### src/rtl/core/per_core_dvfs_thermal_controller_unit_assert.svh
// Assertion macros shared by the per-core DVFS controller RTL.
// Expects clk_i and rst_ni in the scope of each use.
`ifndef PER_CORE_DVFS_THERMAL_CONTROLLER_UNIT_ASSERT_SVH
`define PER_CORE_DVFS_THERMAL_CONTROLLER_UNIT_ASSERT_SVH

`ifndef SYNTH
`define PDTC_ASSERT(lbl, prop, msg) \
  lbl: assert property (@(posedge clk_i) disable iff (!rst_ni) prop) else $error(msg);
`define PDTC_ASSERT_NEVER(lbl, cond, msg) \
  lbl: assert property (@(posedge clk_i) disable iff (!rst_ni) !(cond)) else $error(msg);
`else
`define PDTC_ASSERT(lbl, prop, msg)
`define PDTC_ASSERT_NEVER(lbl, cond, msg)
`endif

`endif

### src/rtl/core/pdtc_pkg.sv
// Types, constants and helpers for the per-core DVFS thermal controller.
// No dependencies.
`default_nettype none

package pdtc_pkg;

  localparam int CORE_COUNT_DEF = 8;

  localparam int OP_W      = 3;
  localparam int CORE_W    = 3;
  localparam int VAL_W     = 18;
  localparam int FREQ_W    = 13;
  localparam int POW_W     = 13;
  localparam int CS_W      = 3;
  localparam int GOV_W     = 3;
  localparam int TEMP_W    = 18;
  localparam int ACT_W     = 4;
  localparam int ST_W      = 2;
  localparam int LVL_W     = 2;
  localparam int CFG_IDX_W = 3;
  localparam int CFG_DAT_W = 18;
  localparam int PCT_W     = 7;

  localparam int DIVIDEND_W = 26;
  localparam int DIVISOR_W  = 13;

  // floor(x / 100) == (x * PCT_RECIP) >> RECIP_SH for every x below 2^20
  localparam int KEEP_MUL_W = 28;
  localparam int RECIP_SH   = 27;

  typedef struct packed {
    logic [FREQ_W-1:0] freq;
    logic [POW_W-1:0]  power;
    logic [CS_W-1:0]   cstate;
    logic              online;
    logic [GOV_W-1:0]  gov;
    logic [TEMP_W-1:0] temp;
  } rec_t;

  localparam rec_t REC_RESET = '{
    freq:   FREQ_W'(2400),
    power:  POW_W'(3500),
    cstate: CS_W'(0),
    online: 1'b1,
    gov:    GOV_W'(3),
    temp:   TEMP_W'(45000)
  };

  typedef enum logic [OP_W-1:0] {
    OP_SET_FREQ    = 3'd0,
    OP_GOVERNOR    = 3'd1,
    OP_CSTATE      = 3'd2,
    OP_HOTPLUG_OFF = 3'd3,
    OP_HOTPLUG_ON  = 3'd4,
    OP_THERMAL     = 3'd5,
    OP_READ        = 3'd6
  } op_e;

  typedef enum logic [CFG_IDX_W-1:0] {
    CFG_ACTIVE_CORES = 3'd0,
    CFG_MIN_FREQ     = 3'd1,
    CFG_MAX_FREQ     = 3'd2,
    CFG_WARN_TEMP    = 3'd3,
    CFG_CRIT_TEMP    = 3'd4
  } cfg_idx_e;

  localparam logic [ST_W-1:0] ST_OK      = 2'd0;
  localparam logic [ST_W-1:0] ST_RANGE   = 2'd1;
  localparam logic [ST_W-1:0] ST_REFUSED = 2'd2;
  localparam logic [ST_W-1:0] ST_BAD     = 2'd3;

  localparam logic [LVL_W-1:0] LVL_NONE = 2'd0;
  localparam logic [LVL_W-1:0] LVL_WARN = 2'd1;
  localparam logic [LVL_W-1:0] LVL_CRIT = 2'd2;

  localparam logic [GOV_W-1:0] GOV_CODE_MAXF = 3'd0;
  localparam logic [GOV_W-1:0] GOV_CODE_MINF = 3'd1;
  localparam logic [VAL_W-1:0] GOV_MAX       = 18'd5;

  localparam logic [CS_W-1:0]  CS_C0  = 3'd0;
  localparam logic [CS_W-1:0]  CS_C3  = 3'd3;
  localparam logic [CS_W-1:0]  CS_C8  = 3'd5;
  localparam logic [VAL_W-1:0] CS_MAX = 18'd5;

  localparam logic [ACT_W-1:0]  RST_ACTIVE_CORES = 4'd8;
  localparam logic [FREQ_W-1:0] RST_MIN_FREQ     = 13'd400;
  localparam logic [FREQ_W-1:0] RST_MAX_FREQ     = 13'd4800;
  localparam logic [TEMP_W-1:0] RST_WARN_TEMP    = 18'd80000;
  localparam logic [TEMP_W-1:0] RST_CRIT_TEMP    = 18'd95000;

  localparam logic [FREQ_W-1:0] POWER_SCALE = 13'd5000;
  localparam logic [PCT_W-1:0]  PCT_FULL    = 7'd100;

  localparam logic [PCT_W-1:0] CS_REDUCTION [6] = '{7'd0, 7'd10, 7'd30, 7'd60, 7'd90, 7'd95};

  localparam logic [KEEP_MUL_W-1:0] PCT_RECIP = 28'd1342178;

  // kept percentage per C-state, premultiplied by the reciprocal of 100
  localparam logic [KEEP_MUL_W-1:0] CS_KEEP_MUL [6] = '{
    KEEP_MUL_W'(32'(PCT_FULL - CS_REDUCTION[0]) * 32'(PCT_RECIP)),
    KEEP_MUL_W'(32'(PCT_FULL - CS_REDUCTION[1]) * 32'(PCT_RECIP)),
    KEEP_MUL_W'(32'(PCT_FULL - CS_REDUCTION[2]) * 32'(PCT_RECIP)),
    KEEP_MUL_W'(32'(PCT_FULL - CS_REDUCTION[3]) * 32'(PCT_RECIP)),
    KEEP_MUL_W'(32'(PCT_FULL - CS_REDUCTION[4]) * 32'(PCT_RECIP)),
    KEEP_MUL_W'(32'(PCT_FULL - CS_REDUCTION[5]) * 32'(PCT_RECIP))
  };

  // Scale factor for the power kept after entering C-state s.
  function automatic logic [KEEP_MUL_W-1:0] cs_keep_mul(input logic [CS_W-1:0] s);
    return CS_KEEP_MUL[s];
  endfunction

endpackage

`default_nettype wire

### src/rtl/core/pdtc_mem.sv
// Per-core record memory: one write port, one registered read port.
// Entries read as the reset record until first written. Uses pdtc_pkg.
`default_nettype none

module pdtc_mem #(
  parameter int CORE_COUNT = pdtc_pkg::CORE_COUNT_DEF,
  parameter int IDX_W      = (CORE_COUNT > 1) ? $clog2(CORE_COUNT) : 1
) (
  input  logic              clk_i,
  input  logic              rst_ni,
  input  logic              rd_en_i,
  input  logic [IDX_W-1:0]  rd_addr_i,
  output pdtc_pkg::rec_t    rd_data_o,
  input  logic              wr_en_i,
  input  logic [IDX_W-1:0]  wr_addr_i,
  input  pdtc_pkg::rec_t    wr_data_i
);
  import pdtc_pkg::*;

  rec_t                  mem [CORE_COUNT];
  logic [CORE_COUNT-1:0] valid_q;
  rec_t                  rd_rec_q;
  logic                  rd_vld_q;

  always_ff @(posedge clk_i) begin
    if (wr_en_i) begin
      mem[wr_addr_i] <= wr_data_i;
    end
    if (rd_en_i) begin
      rd_rec_q <= mem[rd_addr_i];
    end
  end

  always_ff @(posedge clk_i or negedge rst_ni) begin
    if (!rst_ni) begin
      valid_q  <= '0;
      rd_vld_q <= 1'b0;
    end else begin
      if (wr_en_i) begin
        valid_q[wr_addr_i] <= 1'b1;
      end
      if (rd_en_i) begin
        rd_vld_q <= valid_q[rd_addr_i];
      end
    end
  end

  assign rd_data_o = rd_vld_q ? rd_rec_q : REC_RESET;

endmodule

`default_nettype wire

### src/rtl/core/pdtc_div.sv
// Restoring divider, one quotient bit per cycle, for the power model.
// Uses pdtc_pkg widths. Divisor must be nonzero.
`default_nettype none
`include "per_core_dvfs_thermal_controller_unit_assert.svh"

module pdtc_div (
  input  logic                                clk_i,
  input  logic                                rst_ni,
  input  logic                                start_i,
  input  logic [pdtc_pkg::DIVIDEND_W-1:0]     dividend_i,
  input  logic [pdtc_pkg::DIVISOR_W-1:0]      divisor_i,
  output logic                                busy_o,
  output logic                                done_o,
  output logic [pdtc_pkg::DIVIDEND_W-1:0]     quotient_o
);
  import pdtc_pkg::*;

  localparam int CNT_W = $clog2(DIVIDEND_W + 1);

  logic [CNT_W-1:0]      cnt_q;
  logic                  busy_q;
  logic                  done_q;
  logic [DIVIDEND_W-1:0] quo_q;
  logic [DIVISOR_W-1:0]  rem_q;
  logic [DIVISOR_W-1:0]  dvs_q;

  logic [DIVISOR_W:0]    rem_sh;
  logic [DIVISOR_W:0]    rem_sub;
  logic                  fits;

  assign rem_sh  = {rem_q, quo_q[DIVIDEND_W-1]};
  assign rem_sub = rem_sh - {1'b0, dvs_q};
  assign fits    = rem_sh >= {1'b0, dvs_q};

  always_ff @(posedge clk_i or negedge rst_ni) begin
    if (!rst_ni) begin
      busy_q <= 1'b0;
      done_q <= 1'b0;
      cnt_q  <= '0;
    end else begin
      done_q <= 1'b0;
      if (start_i) begin
        busy_q <= 1'b1;
        cnt_q  <= CNT_W'(DIVIDEND_W);
      end else if (busy_q) begin
        cnt_q <= cnt_q - 1'b1;
        if (cnt_q == CNT_W'(1)) begin
          busy_q <= 1'b0;
          done_q <= 1'b1;
        end
      end
    end
  end

  always_ff @(posedge clk_i) begin
    if (start_i) begin
      quo_q <= dividend_i;
      rem_q <= '0;
      dvs_q <= divisor_i;
    end else if (busy_q) begin
      quo_q <= {quo_q[DIVIDEND_W-2:0], fits};
      rem_q <= fits ? rem_sub[DIVISOR_W-1:0] : rem_sh[DIVISOR_W-1:0];
    end
  end

  assign busy_o     = busy_q;
  assign done_o     = done_q;
  assign quotient_o = quo_q;

  `PDTC_ASSERT_NEVER(a_div_start_busy, start_i && busy_q, "divider restarted while busy")
  `PDTC_ASSERT(a_div_start_runs, start_i |=> busy_q && cnt_q == CNT_W'(DIVIDEND_W), "no run")
  `PDTC_ASSERT_NEVER(a_div_done_busy, done_q && busy_q, "done while still iterating")

endmodule

`default_nettype wire

### src/rtl/core/per_core_dvfs_thermal_controller_unit.sv
// Path from input transaction to result: S_LOAD, S_WB, output register without a power update;
// a C-state entry adds S_SCALE, a divide by max_frequency adds S_MUL and S_DIV, a critical
// thermal update adds all three. One request in flight; the divider runs 26 bit-serial steps.
// The next request is taken once the result sits in the output register.
// Async active-low reset restores config registers and marks every core record unwritten.
// Top level; uses pdtc_pkg, pdtc_mem, pdtc_div.
`default_nettype none
`include "per_core_dvfs_thermal_controller_unit_assert.svh"

module per_core_dvfs_thermal_controller_unit #(
  parameter int CORE_COUNT = pdtc_pkg::CORE_COUNT_DEF
) (
  input  logic                              clk_i,
  input  logic                              rst_ni,
  input  logic                              in_valid_i,
  output logic                              in_ready_o,
  input  logic [pdtc_pkg::OP_W-1:0]         opcode_i,
  input  logic [pdtc_pkg::CORE_W-1:0]       core_index_i,
  input  logic [pdtc_pkg::VAL_W-1:0]        operand_value_i,
  output logic                              out_valid_o,
  input  logic                              out_ready_i,
  output logic [pdtc_pkg::ST_W-1:0]         status_o,
  output logic [pdtc_pkg::LVL_W-1:0]        throttle_level_o,
  output logic [pdtc_pkg::FREQ_W-1:0]       frequency_out_o,
  output logic [pdtc_pkg::POW_W-1:0]        power_out_o,
  output logic [pdtc_pkg::CS_W-1:0]         cstate_out_o,
  output logic                              online_out_o,
  output logic [pdtc_pkg::GOV_W-1:0]        governor_out_o,
  input  logic                              cfg_we_i,
  input  logic [pdtc_pkg::CFG_IDX_W-1:0]    cfg_index_i,
  input  logic [pdtc_pkg::CFG_DAT_W-1:0]    cfg_wdata_i
);
  import pdtc_pkg::*;

  localparam int IDX_W = (CORE_COUNT > 1) ? $clog2(CORE_COUNT) : 1;
  localparam logic [6:0] CORE_LIM = 7'(CORE_COUNT);

  typedef enum logic [2:0] {
    S_IDLE,
    S_LOAD,
    S_MUL,
    S_DIV,
    S_SCALE,
    S_WB
  } state_e;

  // config
  logic [ACT_W-1:0]  active_q;
  logic [FREQ_W-1:0] min_q;
  logic [FREQ_W-1:0] max_q;
  logic [TEMP_W-1:0] warn_q;
  logic [TEMP_W-1:0] crit_q;

  state_e             state_q, state_d;
  logic [OP_W-1:0]    op_q, op_d;
  logic [CORE_W-1:0]  core_q, core_d;
  logic [VAL_W-1:0]   val_q, val_d;
  logic [IDX_W-1:0]   addr_q, addr_d;
  rec_t               rec_q, rec_d;
  logic [ST_W-1:0]    status_q, status_d;
  logic [LVL_W-1:0]   level_q, level_d;
  logic               wr_q, wr_d;
  logic               scale_q, scale_d;
  logic [KEEP_MUL_W-1:0] keep_q, keep_d;
  logic [FREQ_W-1:0]  mul_a_q, mul_a_d;
  logic [FREQ_W-1:0]  mul_b_q, mul_b_d;
  logic [DIVISOR_W-1:0] div_by_q, div_by_d;
  logic               out_valid_q, out_valid_d;
  logic [ST_W-1:0]    out_status_q, out_status_d;
  logic [LVL_W-1:0]   out_level_q, out_level_d;
  rec_t               out_rec_q, out_rec_d;

  logic                    in_fire;
  logic [IDX_W+CORE_W-1:0] in_addr_ext;
  rec_t                    mem_rd_rec;
  logic                    mem_we;
  logic                    div_start;
  logic                    div_busy;
  logic                    div_done;
  logic [DIVIDEND_W-1:0]   div_quo;
  logic [DIVIDEND_W-1:0]   product;
  logic [POW_W+KEEP_MUL_W-1:0] scaled;
  logic [FREQ_W:0]         mid_sum;

  function automatic logic [FREQ_W-1:0] clamp_freq(input logic [VAL_W-1:0]  v,
                                                   input logic [FREQ_W-1:0] lo,
                                                   input logic [FREQ_W-1:0] hi);
    logic [VAL_W-1:0] t;
    t = (v < VAL_W'(lo)) ? VAL_W'(lo) : v;
    return (t > VAL_W'(hi)) ? hi : t[FREQ_W-1:0];
  endfunction

  assign in_ready_o  = (state_q == S_IDLE);
  assign in_fire     = in_valid_i && in_ready_o;
  assign in_addr_ext = (IDX_W+CORE_W)'(core_index_i);
  assign product     = DIVIDEND_W'(mul_a_q) * DIVIDEND_W'(mul_b_q);
  assign scaled      = (POW_W+KEEP_MUL_W)'(mul_a_q) * (POW_W+KEEP_MUL_W)'(keep_q);
  assign mid_sum     = {1'b0, min_q} + {1'b0, max_q};

  always_ff @(posedge clk_i or negedge rst_ni) begin
    if (!rst_ni) begin
      active_q <= RST_ACTIVE_CORES;
      min_q    <= RST_MIN_FREQ;
      max_q    <= RST_MAX_FREQ;
      warn_q   <= RST_WARN_TEMP;
      crit_q   <= RST_CRIT_TEMP;
    end else if (cfg_we_i) begin
      unique case (cfg_idx_e'(cfg_index_i))
        CFG_ACTIVE_CORES: active_q <= cfg_wdata_i[ACT_W-1:0];
        CFG_MIN_FREQ:     min_q    <= cfg_wdata_i[FREQ_W-1:0];
        CFG_MAX_FREQ:     max_q    <= cfg_wdata_i[FREQ_W-1:0];
        CFG_WARN_TEMP:    warn_q   <= cfg_wdata_i[TEMP_W-1:0];
        CFG_CRIT_TEMP:    crit_q   <= cfg_wdata_i[TEMP_W-1:0];
        default: ;
      endcase
    end
  end

  always_comb begin
    logic             in_range;
    logic             pow_calc;
    logic [FREQ_W-1:0] f_new;

    state_d      = state_q;
    op_d         = op_q;
    core_d       = core_q;
    val_d        = val_q;
    addr_d       = addr_q;
    rec_d        = rec_q;
    status_d     = status_q;
    level_d      = level_q;
    wr_d         = wr_q;
    scale_d      = scale_q;
    keep_d       = keep_q;
    mul_a_d      = mul_a_q;
    mul_b_d      = mul_b_q;
    div_by_d     = div_by_q;
    out_valid_d  = out_valid_q && !out_ready_i;
    out_status_d = out_status_q;
    out_level_d  = out_level_q;
    out_rec_d    = out_rec_q;
    mem_we       = 1'b0;
    div_start    = 1'b0;
    in_range     = 1'b0;
    pow_calc     = 1'b0;
    f_new        = '0;

    unique case (state_q)
      S_IDLE: begin
        if (in_fire) begin
          op_d    = opcode_i;
          core_d  = core_index_i;
          val_d   = operand_value_i;
          addr_d  = in_addr_ext[IDX_W-1:0];
          state_d = S_LOAD;
        end
      end
      S_LOAD: begin
        in_range = ({1'b0, core_q} < active_q) && ({4'b0, core_q} < CORE_LIM);
        rec_d    = mem_rd_rec;
        status_d = ST_OK;
        level_d  = LVL_NONE;
        wr_d     = 1'b1;
        scale_d  = 1'b0;
        state_d  = S_WB;
        if (!in_range) begin
          rec_d    = '0;
          status_d = ST_RANGE;
          wr_d     = 1'b0;
        end else begin
          unique case (op_e'(op_q))
            OP_SET_FREQ: begin
              f_new      = clamp_freq(val_q, min_q, max_q);
              rec_d.freq = f_new;
              pow_calc   = 1'b1;
            end
            OP_GOVERNOR: begin
              if (val_q > GOV_MAX) begin
                status_d = ST_BAD;
              end else begin
                rec_d.gov = val_q[GOV_W-1:0];
                if (val_q[GOV_W-1:0] == GOV_CODE_MAXF) rec_d.freq = max_q;
                if (val_q[GOV_W-1:0] == GOV_CODE_MINF) rec_d.freq = min_q;
              end
            end
            OP_CSTATE: begin
              if (val_q > CS_MAX) begin
                status_d = ST_BAD;
              end else begin
                rec_d.cstate = val_q[CS_W-1:0];
                keep_d       = cs_keep_mul(val_q[CS_W-1:0]);
                scale_d      = 1'b1;
              end
            end
            OP_HOTPLUG_OFF: begin
              if (core_q == '0) begin
                status_d = ST_REFUSED;
              end else begin
                rec_d.online = 1'b0;
                rec_d.cstate = CS_C8;
                rec_d.power  = '0;
              end
            end
            OP_HOTPLUG_ON: begin
              rec_d.online = 1'b1;
              rec_d.cstate = CS_C0;
              rec_d.freq   = min_q;
            end
            OP_THERMAL: begin
              rec_d.temp = val_q;
              if (val_q > crit_q) begin
                f_new        = clamp_freq(VAL_W'(min_q), min_q, max_q);
                rec_d.freq   = f_new;
                rec_d.cstate = CS_C3;
                keep_d       = cs_keep_mul(CS_C3);
                scale_d      = 1'b1;
                pow_calc     = 1'b1;
                level_d      = LVL_CRIT;
              end else if (val_q > warn_q) begin
                f_new      = clamp_freq(VAL_W'(mid_sum[FREQ_W:1]), min_q, max_q);
                rec_d.freq = f_new;
                pow_calc   = 1'b1;
                level_d    = LVL_WARN;
              end
            end
            OP_READ: ;
            default: status_d = ST_BAD;
          endcase

          if (pow_calc) begin
            if (max_q == '0) begin
              // zero power stays zero through any C-state scaling
              rec_d.power = '0;
              scale_d     = 1'b0;
            end else begin
              mul_a_d  = f_new;
              mul_b_d  = POWER_SCALE;
              div_by_d = max_q;
              state_d  = S_MUL;
            end
          end else if (scale_d) begin
            mul_a_d = mem_rd_rec.power;
            scale_d = 1'b0;
            state_d = S_SCALE;
          end
        end
      end
      S_MUL: begin
        div_start = 1'b1;
        state_d   = S_DIV;
      end
      S_DIV: begin
        if (div_done) begin
          rec_d.power = div_quo[POW_W-1:0];
          if (scale_q) begin
            mul_a_d = div_quo[FREQ_W-1:0];
            scale_d = 1'b0;
            state_d = S_SCALE;
          end else begin
            state_d = S_WB;
          end
        end
      end
      S_SCALE: begin
        rec_d.power = scaled[RECIP_SH +: POW_W];
        state_d     = S_WB;
      end
      S_WB: begin
        if (!out_valid_q || out_ready_i) begin
          mem_we       = wr_q;
          out_valid_d  = 1'b1;
          out_status_d = status_q;
          out_level_d  = level_q;
          out_rec_d    = rec_q;
          state_d      = S_IDLE;
        end
      end
      default: state_d = S_IDLE;
    endcase
  end

  always_ff @(posedge clk_i or negedge rst_ni) begin
    if (!rst_ni) begin
      state_q      <= S_IDLE;
      op_q         <= '0;
      core_q       <= '0;
      val_q        <= '0;
      addr_q       <= '0;
      rec_q        <= '0;
      status_q     <= ST_OK;
      level_q      <= LVL_NONE;
      wr_q         <= 1'b0;
      scale_q      <= 1'b0;
      keep_q       <= '0;
      mul_a_q      <= '0;
      mul_b_q      <= '0;
      div_by_q     <= '0;
      out_valid_q  <= 1'b0;
      out_status_q <= ST_OK;
      out_level_q  <= LVL_NONE;
      out_rec_q    <= '0;
    end else begin
      state_q      <= state_d;
      op_q         <= op_d;
      core_q       <= core_d;
      val_q        <= val_d;
      addr_q       <= addr_d;
      rec_q        <= rec_d;
      status_q     <= status_d;
      level_q      <= level_d;
      wr_q         <= wr_d;
      scale_q      <= scale_d;
      keep_q       <= keep_d;
      mul_a_q      <= mul_a_d;
      mul_b_q      <= mul_b_d;
      div_by_q     <= div_by_d;
      out_valid_q  <= out_valid_d;
      out_status_q <= out_status_d;
      out_level_q  <= out_level_d;
      out_rec_q    <= out_rec_d;
    end
  end

  pdtc_mem #(
    .CORE_COUNT (CORE_COUNT),
    .IDX_W      (IDX_W)
  ) u_mem (
    .clk_i     (clk_i),
    .rst_ni    (rst_ni),
    .rd_en_i   (in_fire),
    .rd_addr_i (in_addr_ext[IDX_W-1:0]),
    .rd_data_o (mem_rd_rec),
    .wr_en_i   (mem_we),
    .wr_addr_i (addr_q),
    .wr_data_i (rec_q)
  );

  pdtc_div u_div (
    .clk_i      (clk_i),
    .rst_ni     (rst_ni),
    .start_i    (div_start),
    .dividend_i (product),
    .divisor_i  (div_by_q),
    .busy_o     (div_busy),
    .done_o     (div_done),
    .quotient_o (div_quo)
  );

  assign out_valid_o      = out_valid_q;
  assign status_o         = out_status_q;
  assign throttle_level_o = out_level_q;
  assign frequency_out_o  = out_rec_q.freq;
  assign power_out_o      = out_rec_q.power;
  assign cstate_out_o     = out_rec_q.cstate;
  assign online_out_o     = out_rec_q.online;
  assign governor_out_o   = out_rec_q.gov;

  `PDTC_ASSERT(a_accept_loads, in_fire |=> state_q == S_LOAD, "accepted request not loaded")
  `PDTC_ASSERT(a_wb_slot_free, mem_we |-> !out_valid_q || out_ready_i, "write back with slot full")
  `PDTC_ASSERT(a_div_in_div, div_done |-> state_q == S_DIV && !div_busy, "stray divider result")
  `PDTC_ASSERT(a_range_zero, out_valid_q && out_status_q == ST_RANGE |-> out_rec_q == '0, "range")

endmodule

`default_nettype wire

### config.mk
export PLATFORM = sky130hd
export DESIGN_NAME = per_core_dvfs_thermal_controller_unit
export DESIGN_NICKNAME = d
export VERILOG_FILES = /design/src/rtl/core/pdtc_pkg.sv /design/src/rtl/core/pdtc_mem.sv /design/src/rtl/core/pdtc_div.sv /design/src/rtl/core/per_core_dvfs_thermal_controller_unit.sv
export VERILOG_INCLUDE_DIRS = /design/src /design/src/rtl/core
export SDC_FILE = /design/constraint.sdc
export NUM_CORES = 2
export LEC_CHECK = 0
export BUFFER_PORTS_ARGS = -buffer_cell sky130_fd_sc_hd__buf_4
export CAP_MARGIN = 15
export CORE_UTILIZATION = 50
export CTS_CLUSTER_DIAMETER = 40
export DETAILED_ROUTE_END_ITERATION = 16
export PLACE_DENSITY = 0.63
export SETUP_SLACK_MARGIN = 0.2
export SLEW_MARGIN = 10
export SYNTH_ARGS = -nofsm -noshare
export SYNTH_HDL_FRONTEND = slang
export SYNTH_SLANG_ARGS = --single-unit
### constraint.sdc
create_clock -name clk_i -period 9 [get_ports clk_i]
set_clock_uncertainty 0.15 [all_clocks]
set_input_delay 1.8 -clock clk_i [delete_from_list [all_inputs] [get_ports clk_i]]
set_output_delay 1.8 -clock clk_i [all_outputs]
set_load 0.02 [all_outputs]
==> flow_summary.html <==
<table>
<tr><th>Metric</th><th>Value</th></tr>
<tr><th colspan="2">Synth</th></tr>
<tr><td>Primary flip-flop cell chosen by synthesis mapping</td><td>edfxtp_1</td></tr>
<tr><td>Most frequent cell after synthesis</td><td>nand2_1</td></tr>
<tr><td>Post-synthesis sequential area ratio</td><td>between 40% and 50%</td></tr>
<tr><td>Proportion of register bits with asynchronous set or reset after synthesis</td><td>39.30%</td></tr>
<tr><td>Number of distinct standard cells referenced by the synthesized netlist</td><td>89</td></tr>
<tr><td>Synth Area in Simple Gates</td><td>roughly 11%</td></tr>
<tr><td>Synth Warn #</td><td>0</td></tr>
<tr><td>Synth Register Bits</td><td>575</td></tr>
<tr><td>Synth Area in Compound Gates</td><td>10.17%</td></tr>
<tr><td>Top cells by count, synth</td><td>nand2_1 (415), inv_1 (393), edfxtp_1 (336)</td></tr>
<tr><td>Avg Inst Size Synth</td><td>11.31 um^2</td></tr>
<tr><td>Share of cell area taken by muxes after synthesis</td><td>7.909%</td></tr>
<tr><td>Syn Nets</td><td>3817</td></tr>
<tr><td>Post-synth EDFFs</td><td>around 340</td></tr>
<tr><td>Largest family of logic cells by synthesized area</td><td>adder cells</td></tr>
<tr><td>Post-synthesis share of cell area spent on full adders, half adders and majority gates</td><td>21.17%</td></tr>
<tr><td>Cell types occupying the most area after synthesis</td><td>edfxtp_1 (27%), dfrtp_1 (14%), fa_1 (12%)</td></tr>
<tr><td>Cell taking the most area after synthesis</td><td>edfxtp_1</td></tr>
<tr><td>Synthesized-area fraction occupied by xor and xnor cells</td><td>1.207%</td></tr>
<tr><td>Area of the mapped netlist</td><td>37000 um^2</td></tr>
<tr><td>Proportion of netlist area held by the largest area contributor</td><td>27.27%</td></tr>
<tr><td>Gate count after technology mapping</td><td>3273</td></tr>
<tr><th colspan="2">Die</th></tr>
<tr><td>Cell row count</td><td>99</td></tr>
<tr><td>Die outline area</td><td>75100 um^2</td></tr>
<tr><td>Number of top-level pins</td><td>89</td></tr>
<tr><td>Die X</td><td>274.0 um</td></tr>
<tr><td>CORE AREA</td><td>73080 um^2</td></tr>
<tr><td>Die extent in y</td><td>274.0 um</td></tr>
<tr><td>Initial Util</td><td>50.63%</td></tr>
<tr><th colspan="2">Setup path</th></tr>
<tr><td>R2R depth</td><td>26</td></tr>
<tr><td>Register-to-register setup slack</td><td>1400 ps</td></tr>
<tr><td>Type of the setup path with the least slack</td><td>reg -&gt; reg</td></tr>
<tr><td>Arrival time reported for the critical path endpoint</td><td>8000 ps</td></tr>
<tr><td>Kind of end point of the critical path</td><td>flop</td></tr>
<tr><td>Required time worst endpoint</td><td>roughly 9400 ps</td></tr>
<tr><td>Launch point of the worst reg-to-reg path</td><td>max_q[0]</td></tr>
<tr><td>Worst flop-to-flop path endpoint</td><td>mul_a_q[6]</td></tr>
<tr><td>Kind of start point of the critical path</td><td>flop</td></tr>
<tr><td>Critical path peak fanout</td><td>21</td></tr>
<tr><th colspan="2">Placement</th></tr>
<tr><td>Hpwl dp</td><td>75.25 mm</td></tr>
<tr><td>RePlAce Congestion</td><td>0.9335</td></tr>
<tr><td>Total of buffers placed on input and output ports</td><td>88</td></tr>
<tr><th colspan="2">STA</th></tr>
<tr><td>Final number of setup-violating endpoints</td><td>0</td></tr>
<tr><td>Setup repair after global routing missed its margin</td><td>no</td></tr>
<tr><td>Maximum frequency from static timing analysis</td><td>between 100 and 150 MHz</td></tr>
<tr><td>Max-slew violation count</td><td>0</td></tr>
<tr><td>Worst slew margin relative to its limit</td><td>22.16%</td></tr>
<tr><td>Final clock period utilization by the worst path</td><td>84.43%</td></tr>
<tr><td>Final Hold Viols</td><td>0</td></tr>
<tr><td>Sum of negative setup slack</td><td>0 ps</td></tr>
<tr><td>Transition time at the pin with the least slew margin</td><td>roughly 1200 ps</td></tr>
<tr><td>Final Critical Period</td><td>between 7000 and 8000 ps</td></tr>
<tr><th colspan="2">Clock tree</th></tr>
<tr><td>Clock tree from TritonCTS</td><td>done</td></tr>
<tr><td>Gates resized, CTS repair</td><td>0</td></tr>
<tr><td>Post-CTS Setup Inserts</td><td>0</td></tr>
<tr><td>Hold-fix buffers, CTS</td><td>0</td></tr>
<tr><td>Clock latency on the worst-skew pair</td><td>660 ps</td></tr>
<tr><td>Clock-pin slew on the worst setup and hold paths</td><td>50 ps</td></tr>
<tr><td>CTS buffer count</td><td>92</td></tr>
<tr><td>Number of levels the H-tree was split into</td><td>3</td></tr>
<tr><td>Maximum buffer depth of the clock tree</td><td>3</td></tr>
<tr><td>Clock sink count</td><td>575</td></tr>
<tr><td>Cell chosen for the clock root</td><td>clkbuf_16</td></tr>
<tr><th colspan="2">Min path</th></tr>
<tr><td>Number of stages on the worst hold path</td><td>0</td></tr>
<tr><td>Startpoint of the tightest hold check path</td><td>div_by_q[0]</td></tr>
<tr><td>Endpoint of the worst hold-timing path</td><td>u_div.dvs_q[0]</td></tr>
<tr><td>Worst min-delay path class</td><td>reg -&gt; reg</td></tr>
<tr><th colspan="2">Routing</th></tr>
<tr><td>Final antenna-violating net count</td><td>0</td></tr>
<tr><td>Routed WL</td><td>105.4 mm</td></tr>
<tr><td>Number of design-rule violations left by the first detailed-router iteration</td><td>around 2200</td></tr>
<tr><td>Average wire length per cell after detail routing</td><td>23.97 um</td></tr>
<tr><td># DRC</td><td>0</td></tr>
<tr><td>Initial DRT Pass Iterations</td><td>5</td></tr>
<tr><td>Routed vias/inst</td><td>slightly below 6</td></tr>
<tr><td>Via count</td><td>25980</td></tr>
<tr><th colspan="2">Global route</th></tr>
<tr><td>Overflow after GRT</td><td>0</td></tr>
<tr><td>Global-route wire length before repair</td><td>163.2 mm</td></tr>
<tr><td>Number of global-route vias before repair</td><td>26780</td></tr>
<tr><td>Global routing usage summed across all routing layers</td><td>28.83%</td></tr>
<tr><td>Antenna violations before repair</td><td>6</td></tr>
<tr><td>Maximum number of pins on one net before global-route repair</td><td>142</td></tr>
<tr><th colspan="2">Outcome</th></tr>
<tr><td>Run status</td><td>finished clean</td></tr>
<tr><th colspan="2">Cells and area</th></tr>
<tr><td>Fill cells</td><td>6121</td></tr>
<tr><td>Layout Area Growth over Synthesis</td><td>13.60%</td></tr>
<tr><td>Fraction of layout cells with a size suffix above 1</td><td>14.81%</td></tr>
<tr><td>Area taken by multi-input logic gates</td><td>19020 um^2</td></tr>
<tr><td>Nets</td><td>3901</td></tr>
<tr><td>Register Area</td><td>16030 um^2</td></tr>
<tr><th colspan="2">Job</th></tr>
<tr><td>Max cap viols</td><td>0</td></tr>
</table>
routing by layer:
layer	GRT usage (%)	wire length [um]
met1	39.94	45590
met3	4.606	7414
met4	8.743	2832
met2	46.74	49570
met5	0	27
cell type report:
class	instances	share of cell area, %
inverter	395	3.527
sequential	575	38.14
tap	959	2.855
clock inverter	66	2.027
antenna	2	0.01191
multi-input combinational	2163	45.24
clock buffer	108	5.763
timing repair buffer	130	2.435
metrics by stage:
| stage | hold slack [ps] | cells | instance area, um^2 | setup slack [ps] | utilization [%] |
|---|---|---|---|---|---|
| floorplan | 271.0 | 3273 | 37000 | 2710 | - |
| detailed placement | 290.3 | 4220 | 38710 | 1499 | 52.97 |
| CTS | 298.5 | 4394 | 41990 | 1453 | 57.45 |
| finish | 294.3 | 4398 | 42040 | 1401 | 57.52 |
| global route | 315.6 | 4396 | 42030 | 976.9 | 57.51 |
| global placement | 292.0 | 4220 | 38710 | 1510 | 52.97 |
flip-flops by register name, indices dropped and copies added, names as in the netlist, 18 cells and up:
signal / count
u_mem.mem: 264
rec_q: 33
u_mem.rd_rec_q: 33
u_div.quotient_o: 26
crit_q: 18
val_q: 18
warn_q: 18
cell families (layout without fill, tap and decap cells):
kind of cell / count (synthesis) / in the layout
XOR/XNOR: 51 / 51
adder cells (fa/ha/maj): 494 / 494
flip-flops: 575 / 575
buffers and inverters: 535 / 699
other: 0 / 2
AO/OA/AOI/OAI: 573 / 573
AND/OR/NAND/NOR: 851 / 851
multiplexers: 194 / 194
worst max-delay path: stages, from the launching register on:
cell	delay, ps
dfrtp_1	540
ha_1	290
inv_1	70
fa_1	210
o21bai_1	80
a21oi_1	280
o21bai_1	120
a211o_1	300
a31oi_1	200
xnor2_1	150
ha_1	320
and3_1	180
nand4_1	100
a21oi_1	160
o32a_1	750
mux2_1	470
ha_1	330
nand4_1	140
inv_1	80
nand4_1	220
or4_1	650
a211oi_1	270
buf_4	230
a221oi_1	140
o32ai_1	650
a311oi_1	150
o31ai_1	280
worst max path at each step:
| stage | start | end | slack (ps) |
|---|---|---|---|
| finish | max_q[0] | mul_a_q[6] | 1400 |
| global route | max_q[0] | mul_a_q[6] | 980 |
| CTS | max_q[0] | mul_a_q[6] | 1450 |
| detailed placement | max_q[0] | mul_a_q[6] | 1500 |
| global placement | max_q[5] | mul_a_q[6] | 1510 |
| floorplan | mul_a_q[3] | rec_q[37] | 2710 |
cells in the final DEF, fill, tap and decap left out, types with 19 or more instances in the layout:
master	n
mux2_2	92
ha_1	274
buf_4	126
clkbuf_16	92
nor2b_1	26
and2_1	90
xnor2_1	32
xor2_1	19
o211ai_1	21
o21ai_0	154
a31oi_1	23
dfstp_2	21
edfxtp_1	336
nand4_1	29
a211oi_1	28
nand2b_1	31
mux4_2	68
a21oi_1	119
inv_1	393
mux2i_1	19
nor3_1	38
nor2_1	106
dfrtp_1	205
nand3_1	35
a21o_1	47
fa_1	220
nand2_1	415
Power is left out: the tool's default activity adds up to more than one toggle a clock period on the data nets, which glitch-free logic cannot reach.
